**config.mk**
```make
export PLATFORM = sky130hd
export DESIGN_NAME = fixed_block_free_list_allocator_unit_flat
export DESIGN_NICKNAME = d
export VERILOG_FILES = /design/src/sv/fbfl_pkg.sv /design/src/sv/fbfl_if.sv /design/src/sv/fbfl_front.sv /design/src/sv/fbfl_cmd_fifo.sv /design/src/sv/fbfl_back.sv /design/src/sv/fixed_block_free_list_allocator_unit.sv /design/src/flat_wrapper.sv
export SDC_FILE = /design/constraint.sdc
export NUM_CORES = 2
export LEC_CHECK = 0
export CAP_MARGIN = 10
export CORE_AREA = 4 4 500 502
export CTS_CLUSTER_DIAMETER = 30
export DETAILED_ROUTE_END_ITERATION = 10
export DIE_AREA = 0 0 504 506
export DONT_BUFFER_PORTS = 1
export HOLD_SLACK_MARGIN = 0.08
export SETUP_SLACK_MARGIN = 0.1
export SKIP_CTS_REPAIR_TIMING = 1
export SYNTH_ARGS = -nofsm -noshare
export SYNTH_HDL_FRONTEND = slang
export SYNTH_SLANG_ARGS = --single-unit
```
**constraint.sdc**
```tcl
create_clock -name clk_i -period 7.2 [get_ports clk_i]
set_input_delay 0.36 -clock clk_i [delete_from_list [all_inputs] [get_ports clk_i]]
set_output_delay 0.36 -clock clk_i [all_outputs]
set_load 0.1 [all_outputs]
```
**src/sv/fbfl_pkg.sv**
```systemverilog
// Shared types, widths and codes for the fixed block free-list allocator.
package fbfl_pkg;

  localparam int DEF_NUM_BLOCKS = 256;

  localparam int OPCODE_W = 2;
  localparam int SIZE_W   = 16;
  localparam int BIDX_W   = 8;
  localparam int STATUS_W = 2;
  localparam int GIDX_W   = 8;
  localparam int COUNT_W  = 9;
  localparam int POOL_W   = 9;

  localparam int APB_DATA_W  = 32;
  localparam int APB_ADDR_W  = 3;
  localparam int REG_IDX_LSB = 2;

  localparam logic [SIZE_W-1:0] BLOCK_SIZE_RST  = 16'd64;
  localparam logic [POOL_W-1:0] POOL_BLOCKS_RST = 9'd256;

  localparam int CMD_FIFO_DEPTH = 2;

  typedef enum logic [OPCODE_W-1:0] {
    OP_ALLOC   = 2'd0,
    OP_FREE    = 2'd1,
    OP_REBUILD = 2'd2
  } opcode_e;

  typedef enum logic [STATUS_W-1:0] {
    ST_OK        = 2'd0,
    ST_OVERSIZE  = 2'd1,
    ST_EXHAUSTED = 2'd2,
    ST_NOT_OWNED = 2'd3
  } status_e;

  typedef enum logic [0:0] {
    REG_BLOCK_SIZE  = 1'b0,
    REG_POOL_BLOCKS = 1'b1
  } reg_idx_e;

  typedef enum logic [2:0] {
    CMD_ALLOC,
    CMD_OVERSIZE,
    CMD_FREE,
    CMD_REBUILD,
    CMD_NOP
  } cmd_e;

  typedef struct packed {
    cmd_e              kind;
    logic [BIDX_W-1:0] block_index;
    logic [POOL_W-1:0] pool_n;
  } cmd_t;

  typedef struct packed {
    logic valid;
    cmd_t cmd;
  } cmd_slot_t;

  typedef enum logic [1:0] {
    BK_IDLE,
    BK_ALLOC_RD,
    BK_REBUILD
  } back_state_e;

endpackage

```
**src/sv/fbfl_if.sv**
```systemverilog
// Request and response channel interfaces for the allocator.
interface fbfl_req_if import fbfl_pkg::*; ();
  logic                valid;
  logic                ready;
  logic [OPCODE_W-1:0] opcode;
  logic [SIZE_W-1:0]   request_size;
  logic [BIDX_W-1:0]   block_index;

  modport source (output valid, opcode, request_size, block_index, input ready);
  modport sink   (input valid, opcode, request_size, block_index, output ready);
endinterface

interface fbfl_rsp_if import fbfl_pkg::*; ();
  logic                valid;
  logic                ready;
  logic [STATUS_W-1:0] status;
  logic [GIDX_W-1:0]   granted_index;
  logic [COUNT_W-1:0]  used_count;
  logic [COUNT_W-1:0]  free_count;

  modport source (output valid, status, granted_index, used_count, free_count, input ready);
  modport sink   (input valid, status, granted_index, used_count, free_count, output ready);
endinterface

```
**src/sv/fbfl_front.sv**
```systemverilog
// Front end: takes requests and turns them into back-end commands.
module fbfl_front import fbfl_pkg::*; #(
  parameter int NUM_BLOCKS = DEF_NUM_BLOCKS
) (
  fbfl_req_if.sink           req,
  input  logic [SIZE_W-1:0]  block_size_i,
  input  logic [POOL_W-1:0]  pool_blocks_i,
  input  logic               fifo_full_i,
  output cmd_slot_t          push_o
);

  localparam int LinkW = $clog2(NUM_BLOCKS + 1);
  localparam int WideW = (LinkW > POOL_W) ? LinkW : POOL_W;

  logic [POOL_W-1:0] pool_n;

  // rebuild never places more blocks than the link memory holds
  always_comb begin
    if (WideW'(pool_blocks_i) > WideW'(NUM_BLOCKS)) begin
      pool_n = POOL_W'(NUM_BLOCKS);
    end else begin
      pool_n = pool_blocks_i;
    end
  end

  assign req.ready = !fifo_full_i;

  always_comb begin
    push_o.valid            = req.valid && !fifo_full_i;
    push_o.cmd.block_index  = req.block_index;
    push_o.cmd.pool_n       = pool_n;
    unique case (req.opcode)
      OP_ALLOC: begin
        // size check wins over an empty list
        if (req.request_size > block_size_i) begin
          push_o.cmd.kind = CMD_OVERSIZE;
        end else begin
          push_o.cmd.kind = CMD_ALLOC;
        end
      end
      OP_FREE:    push_o.cmd.kind = CMD_FREE;
      OP_REBUILD: push_o.cmd.kind = CMD_REBUILD;
      default:    push_o.cmd.kind = CMD_NOP;
    endcase
  end

endmodule

```
**src/sv/fbfl_cmd_fifo.sv**
```systemverilog
// Short command queue between the front end and the back end.
module fbfl_cmd_fifo import fbfl_pkg::*; (
  input  logic      clk_i,
  input  logic      rst_ni,
  input  cmd_slot_t push_i,
  input  logic      pop_i,
  output logic      full_o,
  output cmd_slot_t head_o
);

  localparam int PtrW = (CMD_FIFO_DEPTH > 1) ? $clog2(CMD_FIFO_DEPTH) : 1;
  localparam int CntW = $clog2(CMD_FIFO_DEPTH + 1);

  cmd_t            entry_q [CMD_FIFO_DEPTH];
  logic [PtrW-1:0] wr_ptr_q, wr_ptr_d;
  logic [PtrW-1:0] rd_ptr_q, rd_ptr_d;
  logic [CntW-1:0] count_q, count_d;
  logic            do_push, do_pop;

  assign full_o       = (count_q == CntW'(CMD_FIFO_DEPTH));
  assign head_o.valid = (count_q != '0);
  assign head_o.cmd   = entry_q[rd_ptr_q];

  assign do_push = push_i.valid && !full_o;
  assign do_pop  = pop_i && head_o.valid;

  always_comb begin
    wr_ptr_d = wr_ptr_q;
    rd_ptr_d = rd_ptr_q;
    count_d  = count_q;
    if (do_push) begin
      wr_ptr_d = (wr_ptr_q == PtrW'(CMD_FIFO_DEPTH - 1)) ? '0 : wr_ptr_q + PtrW'(1);
    end
    if (do_pop) begin
      rd_ptr_d = (rd_ptr_q == PtrW'(CMD_FIFO_DEPTH - 1)) ? '0 : rd_ptr_q + PtrW'(1);
    end
    if (do_push && !do_pop) begin
      count_d = count_q + CntW'(1);
    end else if (do_pop && !do_push) begin
      count_d = count_q - CntW'(1);
    end
  end

  always_ff @(posedge clk_i or negedge rst_ni) begin
    if (!rst_ni) begin
      wr_ptr_q <= '0;
      rd_ptr_q <= '0;
      count_q  <= '0;
    end else begin
      wr_ptr_q <= wr_ptr_d;
      rd_ptr_q <= rd_ptr_d;
      count_q  <= count_d;
    end
  end

  always_ff @(posedge clk_i) begin
    if (do_push) begin
      entry_q[wr_ptr_q] <= push_i.cmd;
    end
  end

endmodule

```
**src/sv/fbfl_back.sv**
```systemverilog
// Back end: free-list head, counters, link memory and the response register.
module fbfl_back import fbfl_pkg::*; #(
  parameter int NUM_BLOCKS = DEF_NUM_BLOCKS
) (
  input  logic       clk_i,
  input  logic       rst_ni,
  input  cmd_slot_t  cmd_i,
  output logic       pop_o,
  fbfl_rsp_if.source rsp
);

  localparam int IdxW  = $clog2(NUM_BLOCKS);
  localparam int LinkW = $clog2(NUM_BLOCKS + 1);
  localparam int WideW = (LinkW > POOL_W) ? LinkW : POOL_W;
  localparam logic [LinkW-1:0] Empty = LinkW'(NUM_BLOCKS);
  localparam logic [LinkW-1:0] Full  = LinkW'(NUM_BLOCKS);

  logic [LinkW-1:0] link_mem [NUM_BLOCKS];
  logic [LinkW-1:0] rd_data_q;

  back_state_e      state_q, state_d;
  logic [LinkW-1:0] head_q, head_d;
  logic [LinkW-1:0] used_q, used_d;
  logic [LinkW-1:0] cap_q, cap_d;
  logic [LinkW-1:0] cnt_q, cnt_d;
  logic             out_vld_q, out_vld_d;
  status_e          status_q;
  logic [GIDX_W-1:0]  granted_q;
  logic [COUNT_W-1:0] used_cnt_q;
  logic [COUNT_W-1:0] free_cnt_q;

  logic             slot_free;
  logic             emit;
  status_e          res_status;
  logic [LinkW-1:0] res_granted;
  logic [LinkW-1:0] res_free;
  logic [WideW-1:0] idx_wide;
  logic [WideW-1:0] n_wide;
  logic [WideW-1:0] granted_wide;
  logic [WideW-1:0] used_wide;
  logic [WideW-1:0] free_wide;

  logic             mem_we;
  logic [IdxW-1:0]  mem_waddr;
  logic [LinkW-1:0] mem_wdata;
  logic             mem_re;
  logic [IdxW-1:0]  mem_raddr;

  assign slot_free = !out_vld_q || rsp.ready;
  assign idx_wide  = WideW'(cmd_i.cmd.block_index);
  assign n_wide    = WideW'(cmd_i.cmd.pool_n);

  // commands leave the queue only when their response is produced
  always_comb begin
    state_d     = state_q;
    head_d      = head_q;
    used_d      = used_q;
    cap_d       = cap_q;
    cnt_d       = cnt_q;
    pop_o       = 1'b0;
    emit        = 1'b0;
    res_status  = ST_OK;
    res_granted = '0;
    mem_we      = 1'b0;
    mem_waddr   = idx_wide[IdxW-1:0];
    mem_wdata   = head_q;
    mem_re      = 1'b0;
    mem_raddr   = head_q[IdxW-1:0];
    unique case (state_q)
      BK_IDLE: begin
        if (cmd_i.valid && slot_free) begin
          unique case (cmd_i.cmd.kind)
            CMD_OVERSIZE: begin
              pop_o      = 1'b1;
              emit       = 1'b1;
              res_status = ST_OVERSIZE;
            end
            CMD_ALLOC: begin
              if (head_q == Empty) begin
                pop_o      = 1'b1;
                emit       = 1'b1;
                res_status = ST_EXHAUSTED;
              end else begin
                mem_re  = 1'b1;
                state_d = BK_ALLOC_RD;
              end
            end
            CMD_FREE: begin
              pop_o = 1'b1;
              emit  = 1'b1;
              if (idx_wide < WideW'(cap_q)) begin
                mem_we = 1'b1;
                head_d = idx_wide[LinkW-1:0];
                used_d = (used_q == '0) ? '0 : used_q - LinkW'(1);
              end else begin
                res_status = ST_NOT_OWNED;
              end
            end
            CMD_REBUILD: begin
              head_d  = Empty;
              cnt_d   = '0;
              state_d = BK_REBUILD;
            end
            default: begin
              pop_o = 1'b1;
              emit  = 1'b1;
            end
          endcase
        end
      end
      BK_ALLOC_RD: begin
        if (slot_free) begin
          pop_o       = 1'b1;
          emit        = 1'b1;
          res_granted = head_q;
          head_d      = rd_data_q;
          used_d      = (used_q == Full) ? used_q : used_q + LinkW'(1);
          state_d     = BK_IDLE;
        end
      end
      BK_REBUILD: begin
        // one link write per block, ascending, each pushed on the head
        if (WideW'(cnt_q) < n_wide) begin
          mem_we    = 1'b1;
          mem_waddr = cnt_q[IdxW-1:0];
          head_d    = cnt_q;
          cnt_d     = cnt_q + LinkW'(1);
        end else if (slot_free) begin
          pop_o   = 1'b1;
          emit    = 1'b1;
          cap_d   = n_wide[LinkW-1:0];
          used_d  = '0;
          state_d = BK_IDLE;
        end
      end
      default: state_d = BK_IDLE;
    endcase
  end

  assign res_free     = (cap_d > used_d) ? cap_d - used_d : '0;
  assign granted_wide = WideW'(res_granted);
  assign used_wide    = WideW'(used_d);
  assign free_wide    = WideW'(res_free);

  always_comb begin
    out_vld_d = out_vld_q;
    if (emit) begin
      out_vld_d = 1'b1;
    end else if (rsp.ready) begin
      out_vld_d = 1'b0;
    end
  end

  always_ff @(posedge clk_i or negedge rst_ni) begin
    if (!rst_ni) begin
      state_q   <= BK_IDLE;
      head_q    <= Empty;
      used_q    <= '0;
      cap_q     <= '0;
      cnt_q     <= '0;
      out_vld_q <= 1'b0;
    end else begin
      state_q   <= state_d;
      head_q    <= head_d;
      used_q    <= used_d;
      cap_q     <= cap_d;
      cnt_q     <= cnt_d;
      out_vld_q <= out_vld_d;
    end
  end

  always_ff @(posedge clk_i) begin
    if (emit) begin
      status_q   <= res_status;
      granted_q  <= granted_wide[GIDX_W-1:0];
      used_cnt_q <= used_wide[COUNT_W-1:0];
      free_cnt_q <= free_wide[COUNT_W-1:0];
    end
  end

  always_ff @(posedge clk_i) begin
    if (mem_we) begin
      link_mem[mem_waddr] <= mem_wdata;
    end
    if (mem_re) begin
      rd_data_q <= link_mem[mem_raddr];
    end
  end

  assign rsp.valid         = out_vld_q;
  assign rsp.status        = status_q;
  assign rsp.granted_index = granted_q;
  assign rsp.used_count    = used_cnt_q;
  assign rsp.free_count    = free_cnt_q;

endmodule

```
**src/sv/fixed_block_free_list_allocator_unit.sv**
```systemverilog
// Fixed-size block allocator: pool of NUM_BLOCKS equal blocks on a LIFO free list, with
// next-links in a single-port link memory. Requests enter a two-entry command queue at up
// to one per cycle while not full. The back end answers an oversize, exhausted, free,
// not-owned or unused-opcode request directly, a successful allocate by a registered
// link-memory read, then head update, and a rebuild by writing one link per cycle for
// pool_blocks (clamped to NUM_BLOCKS) blocks. Each request yields one response
// through an output register. The link memory needs no clearing after reset; the list is
// empty until the first rebuild. Registers: block_size at 0x0, pool_blocks at 0x4.
module fixed_block_free_list_allocator_unit import fbfl_pkg::*; #(
  parameter int NUM_BLOCKS = DEF_NUM_BLOCKS
) (
  input  logic                  clk_i,
  input  logic                  rst_ni,
  fbfl_req_if.sink              req_i,
  fbfl_rsp_if.source            rsp_o,
  input  logic                  psel,
  input  logic                  penable,
  input  logic                  pwrite,
  input  logic [APB_ADDR_W-1:0] paddr,
  input  logic [APB_DATA_W-1:0] pwdata,
  output logic [APB_DATA_W-1:0] prdata,
  output logic                  pready
);

  logic [SIZE_W-1:0] block_size_q;
  logic [POOL_W-1:0] pool_blocks_q;
  reg_idx_e          reg_sel;
  logic              cfg_wr;

  cmd_slot_t push;
  cmd_slot_t head;
  logic      fifo_full;
  logic      pop;

  assign pready  = 1'b1;
  assign reg_sel = reg_idx_e'(paddr[REG_IDX_LSB]);
  assign cfg_wr  = psel && penable && pwrite;

  always_ff @(posedge clk_i or negedge rst_ni) begin
    if (!rst_ni) begin
      block_size_q  <= BLOCK_SIZE_RST;
      pool_blocks_q <= POOL_BLOCKS_RST;
    end else if (cfg_wr) begin
      unique case (reg_sel)
        REG_BLOCK_SIZE:  block_size_q  <= pwdata[SIZE_W-1:0];
        REG_POOL_BLOCKS: pool_blocks_q <= pwdata[POOL_W-1:0];
        default: ;
      endcase
    end
  end

  always_comb begin
    unique case (reg_sel)
      REG_BLOCK_SIZE:  prdata = APB_DATA_W'(block_size_q);
      REG_POOL_BLOCKS: prdata = APB_DATA_W'(pool_blocks_q);
      default:         prdata = '0;
    endcase
  end

  fbfl_front #(
    .NUM_BLOCKS(NUM_BLOCKS)
  ) u_front (
    .req          (req_i),
    .block_size_i (block_size_q),
    .pool_blocks_i(pool_blocks_q),
    .fifo_full_i  (fifo_full),
    .push_o       (push)
  );

  fbfl_cmd_fifo u_cmd_fifo (
    .clk_i (clk_i),
    .rst_ni(rst_ni),
    .push_i(push),
    .pop_i (pop),
    .full_o(fifo_full),
    .head_o(head)
  );

  fbfl_back #(
    .NUM_BLOCKS(NUM_BLOCKS)
  ) u_back (
    .clk_i (clk_i),
    .rst_ni(rst_ni),
    .cmd_i (head),
    .pop_o (pop),
    .rsp   (rsp_o)
  );

endmodule

```
**src/flat_wrapper.sv**
```systemverilog
// flat-port wrapper written by rule: the top's interface ports become plain ports
module fixed_block_free_list_allocator_unit_flat import fbfl_pkg::*;
#(
  parameter int NUM_BLOCKS = DEF_NUM_BLOCKS
)
  (clk_i, rst_ni, psel, penable, pwrite, paddr, pwdata, prdata, pready, req_i_valid, req_i_opcode, req_i_request_size, req_i_block_index, req_i_ready, rsp_o_valid, rsp_o_status, rsp_o_granted_index, rsp_o_used_count, rsp_o_free_count, rsp_o_ready);
  fbfl_req_if req_i_i ();
  fbfl_rsp_if rsp_o_i ();
  input  logic clk_i;
  input  logic rst_ni;
  input  logic psel;
  input  logic penable;
  input  logic pwrite;
  input  logic [APB_ADDR_W-1:0] paddr;
  input  logic [APB_DATA_W-1:0] pwdata;
  output logic [APB_DATA_W-1:0] prdata;
  output logic pready;
  input wire logic [$bits(req_i_i.valid)-1:0] req_i_valid;
  input wire logic [$bits(req_i_i.opcode)-1:0] req_i_opcode;
  input wire logic [$bits(req_i_i.request_size)-1:0] req_i_request_size;
  input wire logic [$bits(req_i_i.block_index)-1:0] req_i_block_index;
  output wire logic [$bits(req_i_i.ready)-1:0] req_i_ready;
  output wire logic [$bits(rsp_o_i.valid)-1:0] rsp_o_valid;
  output wire logic [$bits(rsp_o_i.status)-1:0] rsp_o_status;
  output wire logic [$bits(rsp_o_i.granted_index)-1:0] rsp_o_granted_index;
  output wire logic [$bits(rsp_o_i.used_count)-1:0] rsp_o_used_count;
  output wire logic [$bits(rsp_o_i.free_count)-1:0] rsp_o_free_count;
  input wire logic [$bits(rsp_o_i.ready)-1:0] rsp_o_ready;
  assign req_i_i.valid = req_i_valid;
  assign req_i_i.opcode = req_i_opcode;
  assign req_i_i.request_size = req_i_request_size;
  assign req_i_i.block_index = req_i_block_index;
  assign req_i_ready = req_i_i.ready;
  assign rsp_o_valid = rsp_o_i.valid;
  assign rsp_o_status = rsp_o_i.status;
  assign rsp_o_granted_index = rsp_o_i.granted_index;
  assign rsp_o_used_count = rsp_o_i.used_count;
  assign rsp_o_free_count = rsp_o_i.free_count;
  assign rsp_o_i.ready = rsp_o_ready;
  fixed_block_free_list_allocator_unit #(.NUM_BLOCKS(NUM_BLOCKS)) u_core (.clk_i(clk_i), .rst_ni(rst_ni), .req_i(req_i_i), .rsp_o(rsp_o_i), .psel(psel), .penable(penable), .pwrite(pwrite), .paddr(paddr), .pwdata(pwdata), .prdata(prdata), .pready(pready));
endmodule
```
Word-level counts from Yosys, hierarchy flattened
Memory sizes are Yosys's and may differ from the RTL's. A register that Yosys moved wholly into a read port is not among the register bits.
Cells that the tools add are included.
Widths: inputs -> output; s select.
- flip-flop bits (word level): 96
- RAM bits: 2344
- bits of input ports: 68
- output and inout bits: 63
- word-level logic and storage cells: 141
- memories: 2
- memory list (name ; words ; bits a word ; read ports ; clocked after Yosys merged registers in ; wr ports ; RTL line ; text):
    u_core.u_back.link_mem ; 256 ; 9 ; 1 ; 1 ; 1 ; fbfl_back.sv:18 ; logic [LinkW-1:0] link_mem [NUM_BLOCKS];
    u_core.u_cmd_fifo.entry_q ; 2 ; 20 ; 1 ; 0 ; 1 ; fbfl_cmd_fifo.sv:14 ; cmd_t entry_q [CMD_FIFO_DEPTH];
- add/subtract/negate cells: 8
- $lt $le $gt $ge: 5
- equal/unequal tests: 19
- multiplexer cells: 62
- bitwise gates (word level): 1
- reduce and logical (&&, ||, !) cells: 29
- operators with widths (kind ; number):
    $mux 9 ; 19
    $pmux 32 s2 ; 1
    $pmux 9 s3 ; 2
    $pmux 9 s2 ; 2
    $mux 1 ; 21
    $add 9x1->9 const B ; 2
    $eq 9x9->1 const B ; 2
    $gt 16x16->1 ; 1
    $mux 2 ; 8
    $mux 8 ; 2
    $pmux 2 s3 ; 2
    $gt 9x9->1 ; 1
    $gt 9x9->1 const B ; 1
    $logic_not 9->1 ; 1
    $lt 8x9->1 ; 1
    $lt 9x9->1 ; 1
    $pmux 3 s3 ; 1
    $sub 9x1->9 const B ; 1
    $sub 9x9->9 ; 1
    $logic_and 1x1->1 ; 8
    $ne 2x2->1 const B ; 4
    $reduce_and 2->1 ; 4
    $reduce_and 4->1 ; 2
    $reduce_bool 2->1 ; 4
    other kinds (20) ; 32

Longest topological paths before layout
- depth in word-level cells: 9
- gate-level depth with buffers: 22
- depth with buffers taken out: 19

Hierarchy
From an unflattened synthesis, not the netlist that was laid out.
- cells, all modules: 4911
- area, all modules: 97687.4 um2
- by module, submodules not included (module ; times used ; cells an instance ; area an instance (um2) ; seq. area each (um2)):
    fbfl_back ; 1 ; 4658 ; 94067.7 ; 71274.6
    fbfl_cmd_fifo ; 1 ; 81 ; 1737.9 ; 1301.2
    fixed_block_free_list_allocator_unit ; 1 ; 90 ; 1291.2 ; 628.1
    fbfl_front ; 1 ; 82 ; 590.6 ; 0.0

Least setup slack after synthesis
OpenSTA, ideal clock, no wires.
- kind: reg-to-reg
- start: register u_core.u_back.head_q[0]
- end: register u_core.u_cmd_fifo.count_q[1]
- setup time: 0.079 ns
- data arrival time: 6.161 ns
- required time: 7.121 ns
- setup slack: 0.960 ns
- stages on the path, launching flop included: 15
- buffers on the path: 5
- period minus slack after synthesis: 6.240 ns
- cell sequence: dfrtp_1 > buf_6 > buf_6 > buf_8 > buf_8 > buf_6 > nor4_2 > o21bai_1 > o21a_1 > a21oi_1 > nand2_1 > ha_1 > xor2_1 > nor2_1 > xor2_1
- word-level cells in the longest chain between the ends: 9
- elaborated cells on any way between the ends: 11
- classes of those cells: eq/ne (1); mux (5); reduce/logical (5)
- RTL lines (element ; RTL line ; text):
    from (decl) ; fbfl_back.sv:22 ; logic [LinkW-1:0] head_q, head_d;
    from (signal assigned) ; fbfl_back.sv:157 ; head_q <= Empty;
    $eq 9x9->1 * ; fbfl_back.sv:79 ; if (head_q == Empty) begin
    $mux 1 * ; fbfl_back.sv:79 ;
    $pmux 1 s2 * ; fbfl_back.sv:72 ; unique case (cmd_i.cmd.kind)
    $mux 1 * ; fbfl_back.sv:71 ; if (cmd_i.valid && slot_free) begin
    $pmux 1 s3 * ; fbfl_back.sv:69 ; unique case (state_q)
    named net u_core.pop ; fixed_block_free_list_allocator_unit.sv:33 ; logic pop;
    $logic_and 1x1->1 * ; fbfl_cmd_fifo.sv:25 ; assign do_pop = pop_i && head_o.valid;
    $logic_not 1->1 ; fbfl_cmd_fifo.sv:37 ; if (do_push && !do_pop) begin
    $logic_and 1x1->1 ; fbfl_cmd_fifo.sv:37 ;
    $mux 2 or $reduce_bool 2->1 (tied branches) ; - ;
    to (signal assigned) ; fbfl_cmd_fifo.sv:52 ; count_q <= count_d;
    to (decl) ; fbfl_cmd_fifo.sv:17 ; logic [CntW-1:0] count_q, count_d;
The timed path passes the listed nets; every way through them passes the cells marked *.
A chain may end at the register's enable or synchronous reset.

Worst setup path after layout
- start: register u_core.u_cmd_fifo.rd_ptr_q
- end: memory u_core.u_back.link_mem[250][2] (netlist name), enable pin
- word-level cells in the longest chain between the ends: 8
- elaborated cells on any way between the ends: 13
- classes of those cells: order compare (2); eq/ne (1); mux (9); memory (1)
- RTL lines (element ; RTL line ; text):
    from (decl) ; fbfl_cmd_fifo.sv:16 ; logic [PtrW-1:0] rd_ptr_q, rd_ptr_d;
    from (signal assigned) ; fbfl_cmd_fifo.sv:51 ; rd_ptr_q <= rd_ptr_d;
    $mem_v2 2x20 * ; - ;
    $lt 8x9->1 ; fbfl_back.sv:91 ; if (idx_wide < WideW'(cap_q)) begin
    $mux 1 ; fbfl_back.sv:91 ;
    $mux 1 ; fbfl_back.sv:72 ;
    $mux 1 ; fbfl_back.sv:71 ;
    $pmux 1 s2 ; fbfl_back.sv:69 ;
    $mux 1 ; fbfl_back.sv:182 ; if (mem_we) begin
    $mux 1 (not written as such) ; fbfl_back.sv:183 ; link_mem[mem_waddr] <= mem_wdata;
    to (decl) ; fbfl_back.sv:18 ;
Mark *: on every way between the ends. The rest lies on a longest branch, timed or not.

==> out/metrics.csv <==
stage,metric,value,unit
floorplan,core area,0.245,mm^2
floorplan,Die X,504,um
placed_design,Placed Instances,7921,
synth,top_reg_cell synth,edfxtp_1,
final_layout,P&R area growth vs syn,20.1,%
clock_network,CTS Buf Count,458,
drt,Via-to-Cell Ratio,5.74,
status,status,"finished, final reports clean",
drt,Iter 0 DRT Violations,6162,
synth,Post-Syn Area per Cell,20.3,um^2
pwr,maximum VDD drop,0.323,mV
drt,wire per inst,29.1,um
synth,sequential-to-total area share from yosys stat,0.749,
floorplan,IO Count,131,
global_route,total global routing track utilization,0.197,
drt,1st-pass router iterations,6,
timing,RSZ-0062 raised after global routing,false,
global_route,initial antenna violation count,11,
flow_run,max-cap viol count,0,
clock_network,clk buf depth,4,
pwr,Final Power,53400,uW
setup_path,Required @ worst endpoint,7.76,ns
setup_path,startpoint types,flip-flop,
global_route,first-pass GRT wire length,368,mm
setup_path,CP Capture Type,flip-flop,
floorplan,Starting Density,0.399,
timing,f_max,167,MHz
placed_design,port bufs,0,
final_layout,layout cells sized above 1,0.283,
drt,DR vias,50500,
clock_network,CTS tree,done,
synth,Yosys reg bits,2449,
synth,Synth Instances,4809,
setup_path,worst path arrival time,6.55,ns
pwr,Leak Pwr,0.0381,uW
setup_path,WS Path Type,reg2reg,
timing,min Tclk post-route,5.99,ns
final_layout,Layout Cells excl Fill,8805,
clock_network,clock transition at the registers of the reported paths,0.05,ns
pwr,pwr dens,455,mW/mm^2
global_route,vias in the first global route,50600,
synth,mapped cell area,0.0978,mm^2
setup_path,slowest cell on the critical path,nor2_1,
floorplan,Total Die Area,0.255,mm^2
timing,setup TNS,0,ns
clock_network,clk root buf,clkbuf_16,
clock_network,H-tree Lvls,5,
placed_design,routability cong.,0.845,
drt,# DRC,0,
timing,final setup violation count,0,
setup_path,worst path cell trace,"buf_4, mux2i_1, ha_1, a41oi_1, o21ai_0, a21oi_2, nand3_2, mux2i_1, nand2_1, nor2_1",
synth,number of synthesized flops with an enable pin,2381,
floorplan,Die Ht,506,um
final_layout,Final nets,5318,
timing,period utilisation layout,0.831,
timing,final hold vios,0,
timing,Final Skew,0.0668,ns
floorplan,row count,182,
setup_path,Worst Path Max Fanout,16,
drt,Total Wirelength,256,mm
global_route,largest net degree at the start of global routing,148,
setup_path,CP peak stage delay,1.02,ns
synth,Synth async-reset ratio,0.0278,
setup_path,crit-path most repeated cell,mux2i_1,
timing,worst-margin pin slew,1.22,ns
synth,Yosys cell types,90,
timing,Rel. slew slack,0.185,
clock_network,worst-skew pair later-pin latency,0.99,ns
clock_network,TritonCTS Sinks,2449,
hold_path,Hold Path Class,in2reg,
synth,Synth Warn #,0,
placed_design,Final HPWL DP,153,mm
timing,Slew Limit Fails,0,
global_route,Congestion Overflow GR,0,
drt,Final ANT Viol Nets,0,
## stage by stage
step           hold WS [ns]  utilization  instance area (um^2)  worst slack, ns
2_1_floorplan        0.0644            -                 97800            0.960
3_3_place_gp         0.0694        0.414                102000             1.35
3_5_place_dp         0.0699        0.414                102000             1.18
4_1_cts              -0.969        0.477                117000             1.19
5_1_grt              0.0856        0.479                117000            0.906
6_report              0.110        0.479                117000             1.21
## metal layers
layer | global-route usage | routed length (um) | vias to the layer above
li1 | - | - | 20800
met1 | 0.280 | 106000 | 26800
met2 | 0.307 | 121000 | 2473
met3 | 0.0424 | 21500 | 421
met4 | 0.0620 | 7240 | 0
met5 | 0 | 0 | -
## where the power goes
part	total, uW	switching, uW	internal (uW)	leakage, uW
sequential	19000	1180	17800	0.0225
clock	21100	7100	14000	0.00740
combinational	13300	8670	4610	0.00815
total	53400	16900	36500	0.0381
## cell usage after synthesis (48+ instances only)
master	n	area share
a21oi_1	80	0.0041
a22oi_1	50	0.0038
buf_2	120	0.0061
buf_4	48	0.0037
clkbuf_1	59	0.0023
dfrtp_1	65	0.017
edfxtp_1	2381	0.73
ha_1	50	0.0064
mux2_2	50	0.0058
mux2i_1	160	0.016
mux4_2	574	0.13
nand2_1	186	0.0071
nor2_1	344	0.013
o21ai_0	77	0.0039
## kinds of logic after synthesis
logic type / Yosys count / synth area share
other: 2 / 0.0000768
AO/OA/AOI/OAI: 433 / 0.0309
AND/OR/NAND/NOR: 726 / 0.0330
adder cells (fa/ha/maj): 51 / 0.00660
flip-flops: 2449 / 0.749
XOR/XNOR: 17 / 0.00152
multiplexers: 803 / 0.159
buffers and inverters: 328 / 0.0197
## flip-flops by register name, summed over array words and instances (netlist names), 2 cells and up
register,flops
u_core.u_cmd_fifo.count_q,2
u_core.pool_blocks_q,9
u_core.u_back.rsp.free_count,9
u_core.u_back.cap_q,9
u_core.u_back.rsp.granted_index,8
u_core.block_size_q,16
u_core.u_back.cnt_q,9
u_core.u_back.used_q,9
u_core.u_cmd_fifo.entry_q,40
u_core.u_back.rsp.status,2
u_core.u_back.rsp.used_count,9
u_core.u_back.rd_data_q,9
u_core.u_back.link_mem,2304
u_core.u_back.head_q,9
u_core.u_back.state_q,2
## cell usage in the layout (no fill, tap or decap), types with 10 or more instances in the layout
cell and instances:
o211ai_1 10, clkbuf_16 464, a22oi_1 50, inv_6 37, clkinv_4 33, nor2_1 334, o22ai_1 27, a22o_1 16
a31oi_1 20, nor2b_1 30, bufinv_16 63, nor3_1 24, and3_1 17, a21oi_1 79, nand2b_1 19, inv_1 43
dfrtp_1 57, or2_2 10, a21o_1 10, buf_4 142, mux4_2 574, nand2_1 186, xnor2_1 10, dlygate4sd3_1 36
clkbuf_1 49, buf_12 15, ha_1 50, a211oi_1 17, nand4_1 20, mux2_2 50, mux4_1 19, edfxtp_1 2381
a221oi_1 30, clkinvlp_4 50, clkinv_1 74, o21ai_0 69, mux2i_1 156, nand3_1 22, clkinv_2 62, conb_1 17
## critical path, delay by kind of cell, from the launching register on
kind            cells  cell delay, ns
simple gates        3            2.11
flops               1            0.84
fa+ha+maj           1            0.33
compound gates      3            0.83
buf+inv             1            0.31
mux                 2            1.19
## final cells by class
type                            instances  area [um^2]
Sequential cell                      2449        73200
Inverter                               48          190
Tap cell                             3220         4030
Clock buffer                          514        11800
Timing Repair Buffer                  195         1780
Fill cell                           19900       128000
Antenna cell                            8         20.0
Multi-Input combinational cell       2047        22800
Clock inverter                        324         3580
## worst paths after layout
kind | startpoint | endpoint | slack, ns | depth (start not counted)
setup / recovery | u_core.u_cmd_fifo.rd_ptr_q$_DFFE_PN0P_ | u_core.u_back.link_mem[250][2]$_DFFE_PP_ | 1.21 | 10
hold / removal | pwrite | u_core.pool_blocks_q[5]$_DFFE_PN0P_ | 0.11 | 2
hold reg to reg | u_core.u_cmd_fifo.count_q[1]$_DFFE_PN0P_ | u_core.u_cmd_fifo.count_q[1]$_DFFE_PN0P_ | 0.51 | 1
setup reg to reg | u_core.u_cmd_fifo.rd_ptr_q$_DFFE_PN0P_ | u_core.u_back.link_mem[250][2]$_DFFE_PP_ | 1.21 | 10
min in group asynchronous | rst_ni | u_core.block_size_q[6]$_DFFE_PN1P_ | 0.62 | 3
max in group asynchronous | rst_ni | u_core.u_back.head_q[5]$_DFFE_PN0P_ | 6.19 | 4
Note: power is estimated with default switching activity, not from simulation.
